**config.mk**
```make
export PLATFORM = sky130hd
export DESIGN_NAME = dsg_out
export DESIGN_NICKNAME = d
export VERILOG_FILES = /design/src/rtl/dsg_pkg.sv /design/src/rtl/dsg_out.sv
export SDC_FILE = /design/constraint.sdc
export NUM_CORES = 1
export LEC_CHECK = 0
export BUFFER_PORTS_ARGS = -buffer_cell sky130_fd_sc_hd__buf_2
export CORE_MARGIN = 1
export CORE_UTILIZATION = 35
export DETAILED_ROUTE_END_ITERATION = 7
export PLACE_DENSITY_LB_ADDON = 0.1
export SYNTH_ARGS = -nofsm -noshare
export SYNTH_HDL_FRONTEND = slang
export SYNTH_SLANG_ARGS = --single-unit
```
**constraint.sdc**
```tcl
create_clock -name clk -period 1.44 [get_ports clk]
set_input_delay 0.144 -clock clk [delete_from_list [all_inputs] [get_ports clk]]
set_output_delay 0.144 -clock clk [all_outputs]
set_load 0.02 [all_outputs]
```
**src/rtl/dsg_pkg.sv**
```systemverilog
package dsg_pkg;

  // Delay depth must be a power of two: the read-back address wraps as a plain
  // circular memory address.
  localparam int DELAY_DEPTH    = 32768;
  localparam int ADDR_BITS      = $clog2(DELAY_DEPTH);
  localparam int FILL_BITS      = ADDR_BITS + 1;
  localparam int SAMPLE_BITS    = 16;
  localparam int LEVEL_BITS     = 32;
  localparam int GATE_BITS      = 15;
  localparam int COUNT_BITS     = GATE_BITS + 1;
  localparam int CFG_INDEX_BITS = 4;
  localparam int CFG_DATA_BITS  = 32;

  localparam logic [LEVEL_BITS-1:0] LEVEL_RESET = 32'd429497;

  // Register indexes on the configuration port.
  localparam logic [CFG_INDEX_BITS-1:0] REG_LEVEL = 4'd0;
  localparam logic [CFG_INDEX_BITS-1:0] REG_GATE  = 4'd1;

  // Per-word info handed from the control stage to the output stage.
  typedef struct packed {
    logic [SAMPLE_BITS-1:0] data;     // sample, or zero when quiet
    logic                   open;     // squelch state after this word
    logic                   delayed;  // gate nonzero: take result from delay line
    logic                   hit;      // read-back entry has been written since reset
    logic                   fwd;      // read-back entry is the one written now
  } issue_t;

endpackage

```
**src/rtl/dsg_out.sv**
```systemverilog
module dsg_out (
  input  logic                                   clk,
  input  logic                                   rst,
  input  logic                                   in_valid,
  output logic                                   in_ready,
  output logic                                   accept,
  input  dsg_pkg::issue_t                        issue,
  input  logic [dsg_pkg::SAMPLE_BITS-1:0]        rdata,
  output logic                                   out_valid,
  input  logic                                   out_ready,
  output logic signed [dsg_pkg::SAMPLE_BITS-1:0] gated_sample,
  output logic                                   squelch_open
);

  import dsg_pkg::*;

  logic                   s1_valid;
  issue_t                 s1;
  logic                   advance;
  logic [SAMPLE_BITS-1:0] result;

  assign advance  = !out_valid || out_ready;
  assign in_ready = !s1_valid || advance;
  assign accept   = in_valid && in_ready;

  always_comb begin
    priority if (!s1.delayed) begin
      result = s1.data;
    end else if (!s1.open) begin
      result = '0;
    end else if (s1.fwd) begin
      result = s1.data;
    end else if (s1.hit) begin
      result = rdata;
    end else begin
      result = '0;
    end
  end

  always_ff @(posedge clk) begin
    if (rst) begin
      s1_valid  <= 1'b0;
      out_valid <= 1'b0;
    end else begin
      if (in_ready) s1_valid <= in_valid;
      if (advance) out_valid <= s1_valid;
    end
  end

  // rdata only updates on accept, so it holds while s1 waits
  always_ff @(posedge clk) begin
    if (accept) s1 <= issue;
    if (advance && s1_valid) begin
      gated_sample <= result;
      squelch_open <= s1.open;
    end
  end

endmodule

```
==> flow_summary.toml <==
[power_and_ir_drop]
p_total_uw = 2430
ir_drop_mv = 0.632
powerDensity_nw_per_um2 = 1140
p_leak_uw = 0.000874

[sta]
worst_slack_ps = 146
rsz0062_at_grt = "no"
drv_slew = 0
fin_crit_sh = 0.899
fin_worst_skew_ps = 5.06
max_slew.worst_pin.slew_ps = 316
hold_violations = 0
min_period_ps = 1290
setup_viol = 0
slew_headroom = 0.789
fin_tns_setup_ps = 0
holdWs_ps = 18.3
max_freq_mhz = 773

[setup_path]
path_class = "reg -> out"
r2r_start = "s1[0]"
critPathArrivalTime_ps = 1150
crit_start = "out_valid"
timing.rr.end = "gated_sample[3]"
rrSetupSlack_ps = 290
end_kind = "output port"
critPathCapture = "accept"
cp_max_fo = 4
worst_ep_required_time_ps = 1300
r2r_cells = 2
startpoint_type = "register"

[grt]
grt_max_degree = 34
grt_pass1_vias = 1132
grt_pass1_wl_mm = 5.57
grt_use_total = 0.152
antenna_found_initial = 0
grt-ovfl-total = 0

[outcome]
status = "finished with violations"
violations = "design-rule violations"

[yosys]
ys_ff_latch = 39
synth.avg_cell_area_um2 = 14.0
seq_area_frac_synth = 0.689
postSynthCellCount = 119
synth_cell_types = 15
syn_nets = 159
syn_area_um2 = 1670
yosys_warnings = 0

[placement]
dp_hpwl_mm = 2.37
port_buffers = 59
dp_cells = 227
place_ws_ps = 275
place.gp.congestion = 0.752

[drt]
firstDrtPassIters = 6
wl_mm = 3.42
ant_nets = 0
drtIter0Drc = 81
num_vias = 1127
avgViaCountPerCell = 4.76
wl_per_cell_um = 14.4
drc = 5

[floorplan]
rows = 24
die_height_um = 71.1
core_um2 = 4470
die_w_um = 71.1
ios = 60
start_util = 0.373
dieArea_um2 = 5050

[finish]
layout-drive-gt1-share = 0.454
n_antenna_cell = 0
final-instance-count-excl-fill = 237
area_growth_syn_to_layout_pct = 27.7
fin_nets = 224

[cts]
tritoncts = "built"
htreeDepth = 2
cts_made_buffers = 5
cts.sinks = 39
root_buffer = "clkbuf_8"
clk_latency_ps = 290
cts_hold_buf = 0
cts_buffer_depth = 2
cts.clk_slew.worst_paths_ps = 70

[run]
cap_violations = 0

[worst_hold_path]
hold_path_class = "in -> reg"
holdPathStages = 2
stage by stage:
stage | util | area (um^2)
finish | 0.477 | 2130
global route | 0.477 | 2130
CTS | 0.475 | 2130
detailed placement | 0.451 | 2020
global placement | 0.451 | 2020
floorplan | - | 1670
synthesized netlist by cell type (all sizes together):
| cell type | instances | share of area |
|---|---|---|
| nand2 | 16 | 0.036 |
| clkbuf | 2 | 0.0045 |
| inv | 2 | 0.0045 |
| o211ai | 16 | 0.10 |
| nand2b | 17 | 0.064 |
| nand3 | 16 | 0.048 |
| buf | 5 | 0.022 |
| a21oi | 2 | 0.0060 |
| dfxtp | 2 | 0.024 |
| and2 | 2 | 0.0075 |
| edfxtp | 37 | 0.67 |
| nand3b | 2 | 0.016 |
cells by family (layout without fill, tap and decap cells):
family,Yosys count,after routing,synth area share
simple gates,53,54,0.172
flops,39,39,0.689
compound gates,18,18,0.108
buf+inv,9,74,0.0315
metal layers:
metal	GRT usage	vias to the layer above	part of all wire
met2	0.230	45	0.48
met5	0	-	0
met1	0.202	509	0.45
met4	0.0733	0	0.011
met3	0.0442	5	0.065
li1	-	568	-
where the power goes:
part,switching [uW],internal (uW)
clock network,365,437
registers,25.9,1320
logic,159,119
total,550,1880
how the worst min path moves through the flow:
stage	endpoint	slack, ps	from
3_3_place_gp	s1_valid	310	rst
6_report	s1_valid	20	rst
2_1_floorplan	out_valid	210	rst
5_1_grt	s1[12]	10	issue[12]
3_5_place_dp	s1[19]	320	issue[19]
4_1_cts	s1_valid	10	rst
registers in the layout, indices dropped and copies added, names as in the netlist:
register,flops
gated_sample,16
s1,20
s1_valid,1
squelch_open,1
out_valid,1
placed cells by master (no fill, tap or decap), drive strengths merged:
cell and instances:
dfxtp 2, clkbuf 8, edfxtp 37, buf 64, and2 3, inv 2
nand2 16, nand3 16, nand2b 17, o211ai 16, a21oi 2, nand3b 2
worst max-delay path, stage by stage, from the launching register on:
cell      delay (ps)
dfxtp_1          360
nand3b_1         150
and2_4           200
buf_2            150
final cells by class:
| type | count | area (um^2) |
|---|---|---|
| Clock buffer | 8 | 100 |
| Fill cell | 409 | 2340 |
| Inverter | 2 | 7.51 |
| Multi-Input combinational cell | 72 | 477 |
| Sequential cell | 39 | 1150 |
| Tap cell | 52 | 65.1 |
| Timing Repair Buffer | 64 | 333 |
what timing repair did:
item | 4_1_cts | 5_1_grt
setup endpoints to repair | 1 | 1
pin swaps | 1 | 1
gates cloned | 1 | 0
buffers inserted | 0 | 1
resized for setup | 0 | 0
No activity file was read; power rests on OpenSTA's default activity.
