`src/rtl/dsg_pkg.sv`:
```
package dsg_pkg;

  // Delay depth must be a power of two: the read-back address wraps as a plain
  // circular memory address.
  localparam int DELAY_DEPTH    = 32768;
  localparam int ADDR_BITS      = $clog2(DELAY_DEPTH);
  localparam int FILL_BITS      = ADDR_BITS + 1;
  localparam int SAMPLE_BITS    = 16;
  localparam int LEVEL_BITS     = 32;
  localparam int GATE_BITS      = 15;
  localparam int COUNT_BITS     = GATE_BITS + 1;
  localparam int CFG_INDEX_BITS = 4;
  localparam int CFG_DATA_BITS  = 32;

  localparam logic [LEVEL_BITS-1:0] LEVEL_RESET = 32'd429497;

  // Register indexes on the configuration port.
  localparam logic [CFG_INDEX_BITS-1:0] REG_LEVEL = 4'd0;
  localparam logic [CFG_INDEX_BITS-1:0] REG_GATE  = 4'd1;

  // Per-word info handed from the control stage to the output stage.
  typedef struct packed {
    logic [SAMPLE_BITS-1:0] data;     // sample, or zero when quiet
    logic                   open;     // squelch state after this word
    logic                   delayed;  // gate nonzero: take result from delay line
    logic                   hit;      // read-back entry has been written since reset
    logic                   fwd;      // read-back entry is the one written now
  } issue_t;

endpackage

```
`src/rtl/dsg_ctrl.sv`:
```
module dsg_ctrl (
  input  logic                                 clk,
  input  logic                                 rst,
  input  logic                                 cfg_valid,
  input  logic [dsg_pkg::CFG_INDEX_BITS-1:0]   cfg_index,
  input  logic [dsg_pkg::CFG_DATA_BITS-1:0]    cfg_data,
  input  logic                                 accept,
  input  logic signed [dsg_pkg::SAMPLE_BITS-1:0] demod_sample,
  input  logic [dsg_pkg::LEVEL_BITS-1:0]       avg_power,
  output logic                                 mem_we,
  output logic [dsg_pkg::ADDR_BITS-1:0]        mem_waddr,
  output logic [dsg_pkg::SAMPLE_BITS-1:0]      mem_wdata,
  output logic                                 mem_re,
  output logic [dsg_pkg::ADDR_BITS-1:0]        mem_raddr,
  output dsg_pkg::issue_t                      issue
);

  import dsg_pkg::*;

  logic [LEVEL_BITS-1:0]         level;
  logic [GATE_BITS-1:0]          gate;
  logic [COUNT_BITS-1:0]         count;
  logic [COUNT_BITS-1:0]         count_next;
  logic [ADDR_BITS-1:0]          wp;
  logic [FILL_BITS-1:0]          fill;
  logic [FILL_BITS-1:0]          fill_next;
  logic [ADDR_BITS+GATE_BITS-1:0] gate_wide;
  logic [ADDR_BITS-1:0]          back;
  logic                          loud;
  logic                          delayed;

  always_comb begin
    loud      = avg_power > level;
    delayed   = gate != '0;
    gate_wide = {{ADDR_BITS{1'b0}}, gate};
    back      = wp - gate_wide[ADDR_BITS-1:0];

    count_next = count;
    if (loud) begin
      if (count < {gate, 1'b0}) count_next = count + 1'b1;
    end else begin
      if (count != '0) count_next = count - 1'b1;
    end

    // Writes go in address order from zero, so fill tells which entries hold data.
    fill_next = fill[ADDR_BITS] ? fill : fill + 1'b1;

    issue.data    = loud ? demod_sample : '0;
    issue.delayed = delayed;
    issue.open    = delayed ? (count_next > {1'b0, gate}) : loud;
    issue.fwd     = back == wp;
    issue.hit     = issue.fwd || fill[ADDR_BITS] || ({1'b0, back} < fill);
  end

  // Read and write addresses differ unless the gate is a multiple of the depth;
  // that case is forwarded in the output stage.
  assign mem_we    = accept && delayed;
  assign mem_waddr = wp;
  assign mem_wdata = issue.data;
  assign mem_re    = accept && delayed;
  assign mem_raddr = back;

  always_ff @(posedge clk) begin
    if (rst) begin
      level <= LEVEL_RESET;
      gate  <= '0;
      count <= '0;
      wp    <= '0;
      fill  <= '0;
    end else begin
      if (accept && delayed) begin
        count <= count_next;
        wp    <= wp + 1'b1;
        fill  <= fill_next;
      end
      if (cfg_valid) begin
        priority if (cfg_index == REG_LEVEL) begin
          level <= cfg_data[LEVEL_BITS-1:0];
        end else if (cfg_index == REG_GATE) begin
          gate  <= cfg_data[GATE_BITS-1:0];
          count <= '0;
        end
      end
    end
  end

endmodule

```
`config.mk`:
```
export PLATFORM = sky130hd
export DESIGN_NAME = dsg_ctrl
export DESIGN_NICKNAME = d
export VERILOG_FILES = /design/src/rtl/dsg_pkg.sv /design/src/rtl/dsg_ctrl.sv
export SDC_FILE = /design/constraint.sdc
export NUM_CORES = 1
export LEC_CHECK = 0
export ABC_AREA = 0
export BUFFER_PORTS_ARGS = -buffer_cell sky130_fd_sc_hd__buf_2
export CORE_MARGIN = 3
export CORE_UTILIZATION = 55
export DETAILED_ROUTE_END_ITERATION = 12
export HOLD_SLACK_MARGIN = 0.12
export PLACE_DENSITY_LB_ADDON = 0.12
export SLEW_MARGIN = 10
export SYNTH_ARGS = -nofsm -noshare
export SYNTH_HDL_FRONTEND = slang
export SYNTH_SLANG_ARGS = --single-unit
```
`constraint.sdc`:
```
create_clock -name clk -period 7.7 [get_ports clk]
set_clock_uncertainty 0.1 [all_clocks]
set_input_delay 1.54 -clock clk [delete_from_list [all_inputs] [get_ports clk]]
set_output_delay 1.54 -clock clk [all_outputs]
set_load 0.01 [all_outputs]
```
==> impl_results.md <==
- Status: complete, no violations
- Count of hold buffers inserted by post-cts repair: 0
- Maximum buffer depth of the clock tree: 2
- Number of vias in the routed layout: 7409
- Vias per Instance: 5.695
- Clock sink total: 94
- Latest clock arrival within the worst-skew pair: 0.35 ns
- Worst r2r path cells: 11
- Clock Pin Slew Worst Setup and Hold Paths: 0.07 ns
- Max-slew violation count: 0
- Flop and latch count out of synthesis: 94
- Slowest cell on the critical path: nor4_1
- Grt total ovfl: 0
- Startpoint of the lowest-slack register-to-register path: level[22]$_SDFFE_PP0P_
- Launching element type of the critical path: primary input
- Count of instances resized after the clock tree is built: 0
- TritonCTS clock tree: done
- IO Count: 156
- Final count of hold timing violations: 0
- Most frequent cells in the layout: 155 x buf_2, 137 x nand2_1, 94 x ha_1, 94 x dfxtp_1, 88 x a21oi_1
- Actual slew at the worst max-slew pin: 0.8567 ns
- Final setup fails: 0
- Share of flip-flops with an asynchronous set or reset after synthesis: 0%
- Fraction of final layout cells sized beyond drive strength 1: 17.33%
- Initial DRC count: around 580
- Fmax: 142.8 MHz
- Pre-Repair DR Iteration Count: 5
- Ratio of total power to cell area: 137.9 mW/mm²
- Total global-route track usage: roughly a quarter
- Routability congestion estimate from global placement: 1.022
- Path class of the lowest-slack min-delay path: flip-flop to flip-flop
- Count of maximum capacitance violations: 0
- CP arrival: 5.36 ns
- Unique masters post-synth: 72
- Avg Synthesized Cell Area: 7.614 µm²
- Initial antenna violation count: 0
- Post-layout minimum cycle time: roughly 7 ns
- First-pass GRT wire length: 32790 µm
- Number of synthesis warnings: 0
- Crit Path Max Fanout: 24
- Classification of the worst setup path: primary input to output port
- Commonest register cell after synthesis: dfxtp_1
- Pin count of the biggest net entering global routing: 84
- Setup TNS Final: 0 ns
- Lkg Pwr: about 4 nW
- Area inside the core boundary: 0.01340 mm²
- Post-Route WL: a little over 20000 µm
- Post-DP HPWL: around 16000 µm
- Final net count: approximately 1300
- Slew headroom: 42.89%
- Share of synthesized area occupied by flip-flops and latches: 24.59%
- Reg2Reg Setup Slack: approximately 4.6 ns
- Via count of the first global-routing pass: 6875
- Number of setup buffers added after CTS: 0
- Crit share post-route: 90.93%
- Count of antenna diodes in the layout: 0
- Most common cell after layout, fill and taps aside: buf_2
- Peak ir drop on the vdd network: 0.1821 mV
- RSZ-0062 raised after global routing: no
- Remaining DRCs: 0
- Delay of the slowest cell on the worst path: 0.49 ns
- DIE AREA: 0.01536 mm²
- Number of buffers created by CTS: 9
- Netlist area before placement: 0.007652 mm²
- Hold_sp: level[16]$_SDFFE_PP0P_
- Routed wirelength normalized by instance count: approximately 16 µm
- Capture point of the worst reg-to-reg path: count[8]$_SDFF_PP0_
- Row cnt: 42
- Hold worst-path end: level[16]$_SDFFE_PP0P_
- Post-route ant nets: 0
- Count of port buffers added during placement: about 160
- Y dimension of the die: 124.0 µm
- Syn nets: 1188
- Root buffer cell: clkbuf_16
- CTS H-Tree Depth: 3
- CP Cell Sequence: buf_2, ha_1, nand4_1, nor4_1, a21boi_2, o31ai_2, a21oi_2, buf_4, nor2_1, a211oi_1, a31oi_1, ha_1, nor2b_1, o21a_1, o21a_1, o21ai_0, nand3_1, o21ai_0, o211ai_1, a2bb2oi_1, buf_2
- Total Power Consumption: 1.197 mW
- Critical path capture point type: output port
- Die X-Extent: 124.0 µm
- Data required, critical path: 6.06 ns
- Initial core utilization: roughly 57%
- Cells after Synth: 1005
- Worst Hold Depth: 2
- Area Growth Syn to Fin: 13.37%
- EDFF count, synth: 0
## per-stage QoR
step	hold slack (ns)	area [µm²]	util (%)	instances	setup slack, ns
floorplan	0.3363	7652	-	1005	1.342
global route	0.3724	8676	64.74	1301	0.3020
global placement	0.3422	8401	62.69	1285	0.8049
CTS	0.3563	8676	64.74	1301	0.7217
detailed placement	0.3468	8401	62.69	1285	0.7315
finish	0.3545	8676	64.74	1301	0.6987
## cell type report
cell class / instances / area, µm²
Sequential cell: 94 / 1882
Clock inverter: 6 / 46.29
Clock buffer: 10 / 229.0
Multi-Input combinational cell: 772 / 5166
Timing Repair Buffer: 162 / 828.3
Inverter: 81 / 304.0
Fill cell: 1242 / 4725
Tap cell: 176 / 220.2
## flip-flops by register name (all words and copies together), names as in the netlist
register / cells
level: 32
count: 16
fill: 16
gate: 15
mem_waddr: 15
## routing by layer
layer	track usage, %	up-vias	wire length [µm]
met2	44.61	264	9233
met1	35.36	3370	9321
met4	7.871	0	565
met5	0	-	0
li1	-	3729	-
met3	4.632	46	1273
## where the power goes
part           internal, mW  leakage, nW  switching (mW)
sequential            0.491        0.759         0.00510
clock                 0.222        0.135           0.202
combinational         0.122         3.00           0.154
## critical path, delay by kind of cell
family	cells	cell delay, ns
buf+inv	3	0.49
fa+ha+maj	2	0.61
compound gates	11	1.75
simple gates	5	0.97
## cells by family (layout without fill, tap and decap cells)
family	after synthesis	in the layout	share of synthesized area [%]
DFF	94	94	24.59
AOI/OAI and AO/OA	214	214	17.77
and+or+nand+nor	381	381	23.92
xor gates and xnor gates	67	67	8.126
muxes	15	15	2.027
adders and majority gates	95	95	15.63
buffers and inverters	139	259	7.930
## worst max path at each step
stage,to,startpoint
3_5_place_dp,issue[3],avg_power[14]
5_1_grt,issue[3],avg_power[14]
2_1_floorplan,issue[3],avg_power[14]
3_3_place_gp,issue[3],avg_power[14]
4_1_cts,issue[3],avg_power[14]
6_report,issue[3],avg_power[14]
## synthesized netlist by cell type (7+ instances only)
| cell type | number | area share, % |
|---|---|---|
| a21o_1 | 12 | 1.2 |
| and2_1 | 19 | 1.6 |
| ha_1 | 94 | 15 |
| o21ai_0 | 33 | 2.2 |
| nand2_1 | 137 | 6.7 |
| a211oi_1 | 8 | 0.78 |
| a31oi_1 | 8 | 0.65 |
| nor2_1 | 79 | 3.9 |
| a211o_1 | 12 | 1.4 |
| xor2_1 | 19 | 2.2 |
| nor4_1 | 14 | 1.1 |
| inv_1 | 80 | 3.9 |
| nand3_1 | 26 | 1.7 |
| mux2i_1 | 11 | 1.4 |
| xnor2_1 | 45 | 5.2 |
| a21oi_1 | 88 | 5.8 |
| nor3_1 | 18 | 1.2 |
| nand4_1 | 25 | 2.0 |
| or3_1 | 15 | 1.2 |
| nand2b_1 | 10 | 0.82 |
| o211ai_1 | 7 | 0.69 |
| nor2b_1 | 9 | 0.74 |
| clkbuf_1 | 33 | 1.6 |
| buf_4 | 18 | 1.8 |
| dfxtp_1 | 94 | 25 |
Power figures use the tool's default switching activity.
